--- src/rtl/pts_pkg.sv ---
// ----------------------------------------------------------------------------
// pts_pkg
// shared types, character codes and token helpers for the token scanner
// ----------------------------------------------------------------------------
package pts_pkg;

    localparam int MAX_TEXT_DEFAULT = 15;
    localparam int TEXT_BYTES       = 15;
    localparam int TEXT_W           = 8 * TEXT_BYTES;
    localparam int QUEUE_DEPTH      = 4;
    localparam int QUEUE_PTR_W      = $clog2(QUEUE_DEPTH);
    localparam int QUEUE_LVL_W      = $clog2(QUEUE_DEPTH + 1);

    // character codes
    localparam logic [7:0] CH_NUL     = 8'h00;
    localparam logic [7:0] CH_TAB     = 8'h09;
    localparam logic [7:0] CH_LF      = 8'h0A;
    localparam logic [7:0] CH_CR      = 8'h0D;
    localparam logic [7:0] CH_SPACE   = 8'h20;
    localparam logic [7:0] CH_BANG    = 8'h21;
    localparam logic [7:0] CH_HASH    = 8'h23;
    localparam logic [7:0] CH_PERCENT = 8'h25;
    localparam logic [7:0] CH_AMP     = 8'h26;
    localparam logic [7:0] CH_QUOTE   = 8'h27;
    localparam logic [7:0] CH_LPAREN  = 8'h28;
    localparam logic [7:0] CH_RPAREN  = 8'h29;
    localparam logic [7:0] CH_STAR    = 8'h2A;
    localparam logic [7:0] CH_PLUS    = 8'h2B;
    localparam logic [7:0] CH_COMMA   = 8'h2C;
    localparam logic [7:0] CH_MINUS   = 8'h2D;
    localparam logic [7:0] CH_DOT     = 8'h2E;
    localparam logic [7:0] CH_SLASH   = 8'h2F;
    localparam logic [7:0] CH_ZERO    = 8'h30;
    localparam logic [7:0] CH_NINE    = 8'h39;
    localparam logic [7:0] CH_COLON   = 8'h3A;
    localparam logic [7:0] CH_SEMI    = 8'h3B;
    localparam logic [7:0] CH_LT      = 8'h3C;
    localparam logic [7:0] CH_EQ      = 8'h3D;
    localparam logic [7:0] CH_GT      = 8'h3E;
    localparam logic [7:0] CH_QMARK   = 8'h3F;
    localparam logic [7:0] CH_AT      = 8'h40;
    localparam logic [7:0] CH_UP_A    = 8'h41;
    localparam logic [7:0] CH_UP_Z    = 8'h5A;
    localparam logic [7:0] CH_LBRACK  = 8'h5B;
    localparam logic [7:0] CH_BSLASH  = 8'h5C;
    localparam logic [7:0] CH_RBRACK  = 8'h5D;
    localparam logic [7:0] CH_CARET   = 8'h5E;
    localparam logic [7:0] CH_UNDER   = 8'h5F;
    localparam logic [7:0] CH_LO_A    = 8'h61;
    localparam logic [7:0] CH_LO_Z    = 8'h7A;
    localparam logic [7:0] CH_BAR     = 8'h7C;
    localparam logic [7:0] CH_TILDE   = 8'h7E;

    typedef enum logic [3:0] {
        KIND_EOF    = 4'd0,
        KIND_LPAREN = 4'd1,
        KIND_RPAREN = 4'd2,
        KIND_LBRACK = 4'd3,
        KIND_RBRACK = 4'd4,
        KIND_BAR    = 4'd5,
        KIND_ATOM   = 4'd6,
        KIND_INT    = 4'd7,
        KIND_VAR    = 4'd8,
        KIND_DOT    = 4'd9,
        KIND_ERROR  = 4'd10
    } kind_t;

    typedef enum logic [2:0] {
        MODE_IDLE    = 3'd0,
        MODE_COMMENT = 3'd1,
        MODE_NUM     = 3'd2,
        MODE_VAR     = 3'd3,
        MODE_WORD    = 3'd4,
        MODE_QUOTE   = 3'd5,
        MODE_GRAPH   = 3'd6,
        MODE_DOT     = 3'd7
    } mode_t;

    typedef struct packed {
        kind_t              kind;
        logic signed [15:0] int_value;
        logic [3:0]         text_length;
        logic [63:0]        text_low;
        logic [55:0]        text_high;
    } token_t;

    typedef struct packed {
        token_t tok;
        logic   last;
    } result_t;

    // what the idle mode does with one character
    typedef struct packed {
        logic  tok_valid;
        kind_t kind;
        logic  one_char;    // single-character atom text
        mode_t mode;
        logic  start_text;  // text restarts with this character
        logic  clear_text;
        logic  load_num;
    } idle_t;

    function automatic logic is_blank(input logic [7:0] c);
        return c == CH_SPACE || c == CH_TAB || c == CH_CR || c == CH_LF;
    endfunction

    function automatic logic is_numeral(input logic [7:0] c);
        return c >= CH_ZERO && c <= CH_NINE;
    endfunction

    function automatic logic is_upper(input logic [7:0] c);
        return c >= CH_UP_A && c <= CH_UP_Z;
    endfunction

    function automatic logic is_lower(input logic [7:0] c);
        return c >= CH_LO_A && c <= CH_LO_Z;
    endfunction

    function automatic logic is_word_char(input logic [7:0] c);
        return is_lower(c) || is_upper(c) || is_numeral(c) || c == CH_UNDER;
    endfunction

    function automatic logic is_graph(input logic [7:0] c);
        return c == CH_PLUS || c == CH_MINUS || c == CH_STAR || c == CH_SLASH ||
               c == CH_BSLASH || c == CH_CARET || c == CH_LT || c == CH_GT ||
               c == CH_EQ || c == CH_TILDE || c == CH_QMARK || c == CH_AT ||
               c == CH_HASH || c == CH_AMP || c == CH_COLON;
    endfunction

    function automatic idle_t idle_step(input logic [7:0] c);
        idle_t r;
        r = '{tok_valid: 1'b0, kind: KIND_EOF, one_char: 1'b0, mode: MODE_IDLE,
              start_text: 1'b0, clear_text: 1'b0, load_num: 1'b0};
        if (is_blank(c)) begin
            r.tok_valid = 1'b0;
        end
        else if (c == CH_NUL) begin
            r.tok_valid = 1'b1;
            r.kind      = KIND_EOF;
        end
        else if (c == CH_PERCENT) begin
            r.mode = MODE_COMMENT;
        end
        else if (c == CH_LPAREN) begin
            r.tok_valid = 1'b1;
            r.kind      = KIND_LPAREN;
        end
        else if (c == CH_RPAREN) begin
            r.tok_valid = 1'b1;
            r.kind      = KIND_RPAREN;
        end
        else if (c == CH_LBRACK) begin
            r.tok_valid = 1'b1;
            r.kind      = KIND_LBRACK;
        end
        else if (c == CH_RBRACK) begin
            r.tok_valid = 1'b1;
            r.kind      = KIND_RBRACK;
        end
        else if (c == CH_BAR) begin
            r.tok_valid = 1'b1;
            r.kind      = KIND_BAR;
        end
        else if (c == CH_COMMA || c == CH_BANG || c == CH_SEMI) begin
            r.tok_valid  = 1'b1;
            r.kind       = KIND_ATOM;
            r.one_char   = 1'b1;
            r.start_text = 1'b1;
        end
        else if (c == CH_DOT) begin
            r.mode = MODE_DOT;
        end
        else if (c == CH_QUOTE) begin
            r.mode       = MODE_QUOTE;
            r.clear_text = 1'b1;
        end
        else if (is_numeral(c)) begin
            r.mode     = MODE_NUM;
            r.load_num = 1'b1;
        end
        else if (is_upper(c) || c == CH_UNDER) begin
            r.mode       = MODE_VAR;
            r.start_text = 1'b1;
        end
        else if (is_lower(c)) begin
            r.mode       = MODE_WORD;
            r.start_text = 1'b1;
        end
        else if (is_graph(c)) begin
            r.mode       = MODE_GRAPH;
            r.start_text = 1'b1;
        end
        else begin
            r.tok_valid = 1'b1;
            r.kind      = KIND_ERROR;
        end
        return r;
    endfunction

    // token carrying the kept text; bytes at or past count read as zero
    function automatic token_t text_token(input kind_t kind,
                                          input logic [TEXT_W-1:0] store,
                                          input logic [3:0] count);
        token_t t;
        logic [TEXT_W-1:0] masked;
        masked = '0;
        for (int i = 0; i < TEXT_BYTES; i++) begin
            if (4'(i) < count) begin
                masked[8*i +: 8] = store[8*i +: 8];
            end
        end
        t.kind        = kind;
        t.int_value   = '0;
        t.text_length = count;
        t.text_low    = masked[63:0];
        t.text_high   = masked[TEXT_W-1:64];
        return t;
    endfunction

    // token with no text, or one character of text
    function automatic token_t plain_token(input kind_t kind, input logic one_char,
                                           input logic [7:0] c);
        token_t t;
        t.kind        = kind;
        t.int_value   = '0;
        t.text_length = one_char ? 4'd1 : 4'd0;
        t.text_low    = one_char ? {56'd0, c} : 64'd0;
        t.text_high   = '0;
        return t;
    endfunction

endpackage

--- src/rtl/pts_out_queue.sv ---
// ----------------------------------------------------------------------------
// pts_out_queue
// small result queue, takes up to two results a cycle and hands out one
// ----------------------------------------------------------------------------
module pts_out_queue
(
    input  logic             clk,
    input  logic             rst_n,
    input  logic [1:0]       push_count,
    input  pts_pkg::result_t push_a,
    input  pts_pkg::result_t push_b,
    output logic             room_two,
    output logic             out_valid,
    input  logic             out_ready,
    output pts_pkg::result_t out_data
);

    pts_pkg::result_t mem [pts_pkg::QUEUE_DEPTH];

    logic [pts_pkg::QUEUE_PTR_W-1:0] wr_ptr_reg, wr_ptr_next;
    logic [pts_pkg::QUEUE_PTR_W-1:0] rd_ptr_reg, rd_ptr_next;
    logic [pts_pkg::QUEUE_LVL_W-1:0] level_reg, level_next;
    logic [pts_pkg::QUEUE_PTR_W-1:0] wr_ptr_b;
    logic                            pop;

    assign pop       = out_valid && out_ready;
    assign out_valid = level_reg != '0;
    assign out_data  = mem[rd_ptr_reg];
    assign room_two  = level_reg <= pts_pkg::QUEUE_LVL_W'(pts_pkg::QUEUE_DEPTH - 2);
    assign wr_ptr_b  = wr_ptr_reg + 1'b1;

    always_comb
    begin
        wr_ptr_next = wr_ptr_reg + pts_pkg::QUEUE_PTR_W'(push_count);
        rd_ptr_next = rd_ptr_reg + pts_pkg::QUEUE_PTR_W'(pop);
        level_next  = level_reg + pts_pkg::QUEUE_LVL_W'(push_count)
                      - pts_pkg::QUEUE_LVL_W'(pop);
    end

    always_ff @(posedge clk or negedge rst_n)
    begin
        if (!rst_n)
        begin
            wr_ptr_reg <= '0;
            rd_ptr_reg <= '0;
            level_reg  <= '0;
        end
        else
        begin
            wr_ptr_reg <= wr_ptr_next;
            rd_ptr_reg <= rd_ptr_next;
            level_reg  <= level_next;
        end
    end

    always_ff @(posedge clk)
    begin
        if (push_count != 2'd0)
        begin
            mem[wr_ptr_reg] <= push_a;
        end
        if (push_count == 2'd2)
        begin
            mem[wr_ptr_b] <= push_b;
        end
    end

endmodule

--- src/rtl/prolog_token_scanner.sv ---
// ----------------------------------------------------------------------------
// prolog_token_scanner
// character-at-a-time tokenizer for prolog source text
// ----------------------------------------------------------------------------
// One source character enters per transaction on the slave side (zero marks
// end of buffer) and each character is decoded in the same cycle it is
// accepted: a class decode plus a small scan-mode update. A character can
// complete up to two tokens (the token it ends, then whatever it starts
// alone), and both go into a four-entry result queue; the master side hands
// out one token per cycle from the queue while the sink is ready. Input is
// taken every cycle as long as the queue has room for two tokens, so a
// stream where every character yields two tokens is held back by the single
// output port. Atom and variable text keeps at most MAX_TEXT characters; a
// graphic run that is full is closed and a new run starts. Integers wrap in
// 16 bits. A lone dot is held until the next character decides whether it
// ends the clause.
// ----------------------------------------------------------------------------
module prolog_token_scanner
#(
    parameter int MAX_TEXT = pts_pkg::MAX_TEXT_DEFAULT
)
(
    input  logic         clk,
    input  logic         rst_n,
    input  logic         s_axis_tvalid,
    output logic         s_axis_tready,
    input  logic [7:0]   s_axis_tdata,   // [7:0] char_code
    output logic         m_axis_tvalid,
    input  logic         m_axis_tready,
    output logic [143:0] m_axis_tdata,   // [15:0] int_value, [19:16] text_length,
                                         // [83:20] text_low, [139:84] text_high,
                                         // [143:140] zero
    output logic [3:0]   m_axis_tuser,   // [3:0] token_kind
    output logic         m_axis_tlast    // last_of_input
);

    localparam int TW = pts_pkg::TEXT_W;

    // scanner state
    pts_pkg::mode_t   mode_reg, mode_next;
    logic [TW-1:0]    store_reg, store_next;
    logic [3:0]       count_reg, count_next;
    logic [15:0]      accum_reg, accum_next;

    logic             in_fire;
    logic [7:0]       c;
    pts_pkg::idle_t   idle;
    logic             run_idle;
    logic             t0_valid;
    pts_pkg::token_t  t0;
    logic             t1_valid;
    pts_pkg::token_t  t1;
    logic             app_en;
    logic [3:0]       app_idx;
    logic             dot_to_graph;
    logic [TW-1:0]    eff_store;
    logic [3:0]       eff_count;
    logic [15:0]      digit_val;

    // queue side
    logic [1:0]       push_count;
    pts_pkg::result_t push_a;
    pts_pkg::result_t push_b;
    logic             room_two;
    pts_pkg::result_t out_data;

    assign c             = s_axis_tdata;
    assign s_axis_tready = room_two;
    assign in_fire       = s_axis_tvalid && s_axis_tready;
    assign idle          = pts_pkg::idle_step(c);
    assign digit_val     = {12'd0, 4'(c - pts_pkg::CH_ZERO)};

    // a held dot followed by anything but a blank or end of buffer
    // becomes the first character of a graphic run
    assign dot_to_graph = mode_reg == pts_pkg::MODE_DOT && c != pts_pkg::CH_NUL
                          && !pts_pkg::is_blank(c);
    assign eff_store    = dot_to_graph ? {store_reg[TW-1:8], pts_pkg::CH_DOT} : store_reg;
    assign eff_count    = dot_to_graph ? 4'd1 : count_reg;

    always_comb
    begin
        mode_next  = mode_reg;
        store_next = store_reg;
        count_next = count_reg;
        accum_next = accum_reg;
        run_idle   = 1'b0;
        t0_valid   = 1'b0;
        t0         = pts_pkg::plain_token(pts_pkg::KIND_EOF, 1'b0, c);
        app_en     = 1'b0;
        app_idx    = count_reg;

        unique case (mode_reg)
            pts_pkg::MODE_IDLE:
            begin
                run_idle = 1'b1;
            end
            pts_pkg::MODE_COMMENT:
            begin
                if (c == pts_pkg::CH_NUL)
                begin
                    run_idle = 1'b1;
                end
                else if (c == pts_pkg::CH_LF)
                begin
                    mode_next = pts_pkg::MODE_IDLE;
                end
            end
            pts_pkg::MODE_NUM:
            begin
                if (pts_pkg::is_numeral(c))
                begin
                    // times ten as two shifts
                    accum_next = (accum_reg << 3) + (accum_reg << 1) + digit_val;
                end
                else
                begin
                    t0_valid     = 1'b1;
                    t0           = pts_pkg::plain_token(pts_pkg::KIND_INT, 1'b0, c);
                    t0.int_value = accum_reg;
                    run_idle     = 1'b1;
                end
            end
            pts_pkg::MODE_VAR, pts_pkg::MODE_WORD:
            begin
                if (pts_pkg::is_word_char(c))
                begin
                    app_en = 1'b1;
                end
                else
                begin
                    t0_valid = 1'b1;
                    t0       = pts_pkg::text_token(
                                   mode_reg == pts_pkg::MODE_VAR ? pts_pkg::KIND_VAR
                                                                 : pts_pkg::KIND_ATOM,
                                   store_reg, count_reg);
                    run_idle = 1'b1;
                end
            end
            pts_pkg::MODE_QUOTE:
            begin
                if (c == pts_pkg::CH_QUOTE)
                begin
                    t0_valid  = 1'b1;
                    t0        = pts_pkg::text_token(pts_pkg::KIND_ATOM, store_reg, count_reg);
                    mode_next = pts_pkg::MODE_IDLE;
                end
                else if (c == pts_pkg::CH_NUL)
                begin
                    // unterminated quote: atom, then eof
                    t0_valid = 1'b1;
                    t0       = pts_pkg::text_token(pts_pkg::KIND_ATOM, store_reg, count_reg);
                    run_idle = 1'b1;
                end
                else
                begin
                    app_en = 1'b1;
                end
            end
            pts_pkg::MODE_GRAPH, pts_pkg::MODE_DOT:
            begin
                if (mode_reg == pts_pkg::MODE_DOT && !dot_to_graph)
                begin
                    // clause-ending dot
                    t0_valid = 1'b1;
                    t0       = pts_pkg::plain_token(pts_pkg::KIND_DOT, 1'b0, c);
                    run_idle = 1'b1;
                end
                else
                begin
                    mode_next  = pts_pkg::MODE_GRAPH;
                    store_next = eff_store;
                    count_next = eff_count;
                    if (pts_pkg::is_graph(c))
                    begin
                        app_en  = 1'b1;
                        app_idx = eff_count;
                        if (eff_count >= 4'(MAX_TEXT))
                        begin
                            // full run goes out, this character opens a new one
                            t0_valid = 1'b1;
                            t0       = pts_pkg::text_token(pts_pkg::KIND_ATOM,
                                                           eff_store, eff_count);
                            app_idx  = 4'd0;
                        end
                    end
                    else
                    begin
                        t0_valid = 1'b1;
                        t0       = pts_pkg::text_token(pts_pkg::KIND_ATOM,
                                                       eff_store, eff_count);
                        run_idle = 1'b1;
                    end
                end
            end
            default:
            begin
                run_idle = 1'b1;
            end
        endcase

        // the character is rescanned from idle
        if (run_idle)
        begin
            mode_next = idle.mode;
            if (idle.start_text)
            begin
                app_en  = 1'b1;
                app_idx = 4'd0;
            end
            if (idle.clear_text)
            begin
                count_next = 4'd0;
            end
            if (idle.load_num)
            begin
                accum_next = digit_val;
            end
        end

        // append, dropped once the text is full
        if (app_en)
        begin
            if (app_idx < 4'(MAX_TEXT))
            begin
                count_next = app_idx + 4'd1;
                for (int i = 0; i < pts_pkg::TEXT_BYTES; i++)
                begin
                    if (app_idx == 4'(i))
                    begin
                        store_next[8*i +: 8] = c;
                    end
                end
            end
            else
            begin
                count_next = app_idx;
            end
        end
    end

    assign t1_valid = run_idle && idle.tok_valid;
    assign t1       = pts_pkg::plain_token(idle.kind, idle.one_char, c);

    // pack the step's results, last flag on the final one
    always_comb
    begin
        push_count  = in_fire ? (2'(t0_valid) + 2'(t1_valid)) : 2'd0;
        push_a.tok  = t0_valid ? t0 : t1;
        push_a.last = !(t0_valid && t1_valid);
        push_b.tok  = t1;
        push_b.last = 1'b1;
    end

    always_ff @(posedge clk or negedge rst_n)
    begin
        if (!rst_n)
        begin
            mode_reg  <= pts_pkg::MODE_IDLE;
            count_reg <= '0;
            accum_reg <= '0;
        end
        else if (in_fire)
        begin
            mode_reg  <= mode_next;
            count_reg <= count_next;
            accum_reg <= accum_next;
        end
    end

    // text bytes are only read below the count, no reset needed
    always_ff @(posedge clk)
    begin
        if (in_fire)
        begin
            store_reg <= store_next;
        end
    end

    pts_out_queue u_out_queue
    (
        .clk        (clk),
        .rst_n      (rst_n),
        .push_count (push_count),
        .push_a     (push_a),
        .push_b     (push_b),
        .room_two   (room_two),
        .out_valid  (m_axis_tvalid),
        .out_ready  (m_axis_tready),
        .out_data   (out_data)
    );

    assign m_axis_tuser = out_data.tok.kind;
    assign m_axis_tlast = out_data.last;
    assign m_axis_tdata = {4'd0,
                           out_data.tok.text_high,
                           out_data.tok.text_low,
                           out_data.tok.text_length,
                           out_data.tok.int_value};

endmodule

--- config.mk ---
export PLATFORM = sky130hd
export DESIGN_NAME = prolog_token_scanner
export DESIGN_NICKNAME = d
export VERILOG_FILES = /design/src/rtl/pts_pkg.sv /design/src/rtl/pts_out_queue.sv /design/src/rtl/prolog_token_scanner.sv
export SDC_FILE = /design/constraint.sdc
export NUM_CORES = 1
export LEC_CHECK = 0
export ABC_AREA = 1
export BUFFER_PORTS_ARGS = -buffer_cell sky130_fd_sc_hd__buf_2
export CORE_MARGIN = 3
export CORE_UTILIZATION = 50
export DETAILED_ROUTE_END_ITERATION = 8
export GPL_ROUTABILITY_DRIVEN = 0
export PLACE_DENSITY = 0.67
export SYNTH_ARGS = -nofsm -noshare
export SYNTH_HDL_FRONTEND = slang
export SYNTH_SLANG_ARGS = --single-unit
export TNS_END_PERCENT = 1
--- constraint.sdc ---
create_clock -name clk -period 6.9 [get_ports clk]
set_input_delay 0 -clock clk [delete_from_list [all_inputs] [get_ports clk]]
set_output_delay 0 -clock clk [all_outputs]
set_load 0.005 [all_outputs]
* Word-level counts from Yosys, hierarchy flattened
Memory sizes are Yosys's and may differ from the RTL's.
Cells that the tools add are included.
** Storage, ports and cells
- Flip-flop bits (word level) :: 150
- Memory bits (writable) :: 580
- Input bits :: 12
- Output and inout bits :: 151
- Memories :: 1
** Cells by class
- $add $sub $neg :: 10
- Order comparisons :: 39
- Equality and inequality tests :: 57
- Multiplexer cells :: 171
- Reduce and logical (&&, ||, !) cells :: 46
** Memory list
- u_out_queue.mem :: depth 4, bits a word 145, read ports 1, clocked after Yosys merged registers in 0, wr ports 2, line pts_out_queue.sv:18 : pts_pkg::result_t mem [pts_pkg::QUEUE_DEPTH];
** Operators by type and width (number)
- $mux W144 :: 4
- $pmux W144 S4 :: 1
- $mux W143 :: 4
- $mux W8 :: 49
- $mux W120 :: 2
- $eq A8 B6 Y1 const B :: 20
- $mux W4 :: 29
- $mux W5 :: 13
- $eq A8 B7 Y1 const B :: 8
- $mux W16 :: 4
- $mux W3 :: 21
- $lt A4 B4 Y1 const A :: 14
- $mux W7 :: 6
- $lt A3 B4 Y1 const A :: 8
- $mux W1 :: 30
- $eq A4 B4 Y1 const B :: 7
- $eq A8 B4 Y1 const B :: 3
- $logic_or A1 B1 Y1 :: 23
- $add A16 B16 Y16 :: 1
- $add A16 B4 Y16 :: 1
- $eq A4 B3 Y1 const B :: 4
- $ge A8 B7 Y1 const B :: 2
- $le A8 B7 Y1 const B :: 2
- $lt A1 B4 Y1 const A :: 4
- other kinds (39) :: 63

* Depth between registers and ports, before layout
- Word-level depth :: 57
- Mapped depth :: 27
- Depth with buffers taken out :: 25

* Modules after synthesis
Synthesis repeated with hierarchy kept, for this count alone.
** Unflattened totals
- Cell total of the unflattened synthesis :: 4025
- Area, all modules :: 36842.8 µm²
** By module, submodules not included
- pts_out_queue :: instances 1, cells an instance 3042, area an instance 28638.7 µm², seq. area each 17591.9 µm²
- prolog_token_scanner :: instances 1, cells an instance 983, area an instance 8204.1 µm², seq. area each 4179.0 µm²

* Least setup slack after synthesis
No wires, ideal clock.
- Path kind :: register -> register
- Start point :: register count_reg[1]
- End point :: memory u_out_queue.mem[3][121] (netlist name), enable pin
- Setup time :: 352 ps
- Data arrival time :: 3222 ps
- Data required time :: 6548 ps
- Path slack :: 3325 ps
- Stages on the path, launching flop included :: 19
- Period minus slack after synthesis :: 3575 ps
- Path through :: dfrtp_1 -> clkbuf_1 -> nand2_1 -> nor2_1 -> nand3_1 -> nand4_1 -> clkbuf_1 -> ha_1 -> inv_1 -> nor2_1 -> nor2_2 -> nor3_2 -> inv_2 -> nor2_1 -> nand2_2 -> inv_2 -> nor2_1 -> buf_2 -> inv_1
** RTL lines
- start: declaration :: line prolog_token_scanner.sv:42 : logic [3:0] count_reg, count_next;
- start signal: assignment :: line prolog_token_scanner.sv:265 : count_reg <= count_next;
- end: declaration :: line pts_out_queue.sv:18

==> run summary <==
Area contributors post-synth = dfxtp_1 (35%), edfxtp_1 (17%), o21ai_0 (12%)
max FFs per register = 580
1st-iter DRT viols = 2,754
Crit-path slowest cell = dfrtp_1
Worst EP arrival = 5850 ps
Max Fanout on Critical Path = 131
core box area = 0.05836 mm^2
clock skew = 21.94 ps
FF-to-FF Start = count_reg[2]
worst slew pin tran = 1153 ps
number of global-route vias before repair = 24.50k
most frequent cell after synthesis = o21ai_0
post-DP HPWL = 51.73 mm
Post-CTS Setup Repair Bufs = 0
die width = 250.1 um
floorplan row count = 88
die area = 0.06256 mm^2
share of layout cells above drive strength 1 = 9.943%
CTS root buffer = clkbuf_16
most frequent CP cell = nor2_1
status = finished, final reports clean
htree depth = 3
Synth Cell Area = 0.02980 mm^2
GRT Total Usage = 28.18%
Final Setup Violations = 0
crit-path cells = nand2_1 -> nor2_1 -> nand3_1 -> nand4_1 -> ha_1 -> inv_1 -> nor2_1 -> nor2_2 -> nor3_2 -> inv_4 -> nor2_1 -> nand2_2 -> inv_2 -> nor2_4 -> buf_12 -> nand2_1 -> o21ai_1
Mean Syn Cell Area = 8.377 um^2
most common flop cell mapped by yosys = dfxtp_1
register area share after synthesis = 55.33%
gr ovfl total = 0
Lkg Pwr = 12.83 nW
post-synth top area share = 35.47%
I/O pin total = 163
Syn Inst Count = 3,557
Hold Vio Cnt, Final = 0
Final Cycle Share = 77.10%
total negative slack = 0 ps
largest net degree at the start of global routing = 148
R2R Setup Slk = 1580 ps
max-slew violations = 0
highest clock rate = 188.0 MHz
First-pass DRT Iterations = 5
Post-synth EDFFs = 172
Layout area overhead = 13.06%
clk_lat worst skew = 610 ps
crit-path max cell delay = 1020 ps
Die Span Y = 250.1 um
max cap viols = 0
Final nets = 3,648
clock sink count = 730
first-pass GRT wire length = 141.1 mm
Yosys reg bits = 730
DRC errors left = 0
CTS tree = done
initial antenna violation count = 4
cell family with most CP delay = simple AND/OR/NAND/NOR gates
Max-slew headroom = 23.10%
critical path type = reg -> reg
worst path bufs/invs = 4
DR WL/cell = 20.51 um
hold crit path type = in -> async
Setup crit end kind = flop
via count = 25.94k
required time worst endpoint = 7430 ps
RR Endpoint = u_out_queue.mem[0][120]
clk slew on worst S/H paths = 70 ps
Unique masters post-synth = 54
Reg2Reg Depth = 17
CTS buffer count = 76
port bufs = 158
minimum clock period = 5320 ps
ys async rst share = 4.110%
Max clock buf depth = 3
Post-Route WL = 90.80 mm
cell taking the most area after synthesis = dfxtp_1
VDD IR max = 317.9 uV
pwr/cell area = 512.6 mW/mm^2
RSZ-0062 raised after global routing = false
commonest cells in the synthesized netlist = o21ai_0 (741), nand2_1 (728), dfxtp_1 (528)
DR vias/cell = 5.859
Layout Utilization = 57.73%
startpoint types = flop
Ys Warns = 0
Starting Density = 51.06%
Routed Antenna Nets = 0
worst register-to-register path, stage by stage (launching register included):
cell     delay, ps
dfrtp_1       1020
nand2_1        300
nor2_1         270
nand3_1        140
nand4_1        470
ha_1           360
inv_1          160
nor2_1         120
nor2_2         300
nor3_2         130
inv_4          450
nor2_1         150
nand2_2        230
inv_2           80
nor2_4         120
buf_12         520
nand2_1        320
o21ai_1        100
stage by stage:
step	worst slack, ps	power (mW)	hold WS (ps)	instance area, um^2	instances
CTS	1689	17.26	9.559	33690	4426
global placement	1872	12.92	118.2	30960	4275
global route	1133	18.32	54.07	33690	4427
finish	1580	17.27	4.249	33690	4427
detailed placement	1684	13.01	123.6	30960	4275
floorplan	3325	10.39	-295.6	29810	3560
layer usage:
layer  routed length (um)  share of wire [%]  GRT usage [%]
met4                 2870                3.2          10.38
met3                 6258                6.9          3.831
met5                   43              0.047              0
met2                42200                 46          46.31
met1                39440                 43          38.13
layout make-up:
cell class	instances	area, um^2
Sequential cell	730	16490
Timing Repair Buffer	201	1224
Inverter	118	465.4
Multi-Input combinational cell	2470	11910
Clock inverter	25	284.0
Tap cell	765	957.2
Fill cell	5329	24670
Clock buffer	117	2354
Antenna cell	1	2.502
logic make-up after synthesis:
| logic type | count (synthesis) | synth area share, % |
|---|---|---|
| AOI/OAI and AO/OA | 1135 | 20.40 |
| and+or+nand+nor | 1276 | 17.22 |
| buffers and inverters | 360 | 4.842 |
| adders and majority gates | 39 | 1.713 |
| xor gates and xnor gates | 15 | 0.4409 |
| DFF | 730 | 55.33 |
| other | 1 | 0.01259 |
| muxes | 1 | 0.03779 |
worst max path at each step:
stage,to,from,slack [ps],cells past startpoint
finish,u_out_queue.mem[0][120],count_reg[2],1580,17
global route,u_out_queue.mem[0][125],mode_reg[2],1130,20
CTS,u_out_queue.mem[0][93],count_reg[2],1690,17
detailed placement,u_out_queue.mem[0][78],s_axis_tdata[2],1680,24
global placement,u_out_queue.mem[0][72],s_axis_tdata[3],1870,21
floorplan,u_out_queue.mem[3][121],count_reg[1],3330,18
where the power goes:
part / internal (mW) / switching, mW
sequential: 5.53 / 0.634
combinational: 2.13 / 4.72
clock: 2.55 / 1.70
total: 10.2 / 7.06
cell usage in the layout (no fill, tap or decap), types with 6 or more instances in the layout:
cell | Yosys | final
nand4_1 | 23 | 23
o2111ai_1 | 16 | 16
buf_2 | 29 | 158
o22ai_1 | 177 | 177
nand3b_1 | 16 | 16
nand3_1 | 73 | 73
nor2_4 | 2 | 6
inv_2 | 12 | 8
clkbuf_8 | 0 | 17
dlygate4sd3_1 | 0 | 9
ha_1 | 36 | 36
buf_4 | 12 | 27
o21ai_0 | 741 | 741
nor2_1 | 399 | 395
edfxtp_1 | 172 | 172
a21oi_1 | 26 | 26
nand2_2 | 10 | 10
buf_12 | 0 | 7
o21ai_1 | 142 | 142
a31oi_1 | 7 | 7
clkinv_1 | 3 | 7
clkbuf_1 | 193 | 18
clkinv_2 | 0 | 8
dfxtp_1 | 528 | 528
inv_4 | 1 | 6
nand2_1 | 728 | 728
inv_1 | 102 | 101
xor2_1 | 10 | 10
clkbuf_16 | 0 | 82
nor3_1 | 7 | 7
dfrtp_1 | 30 | 28
what timing repair did:
item                                   in CTS  in global routing
hold buffers                                9                  0
endpoints found under the hold margin      55                  0
gates resized for setup                     0                  0
No activity file was read; power rests on OpenSTA's default activity.
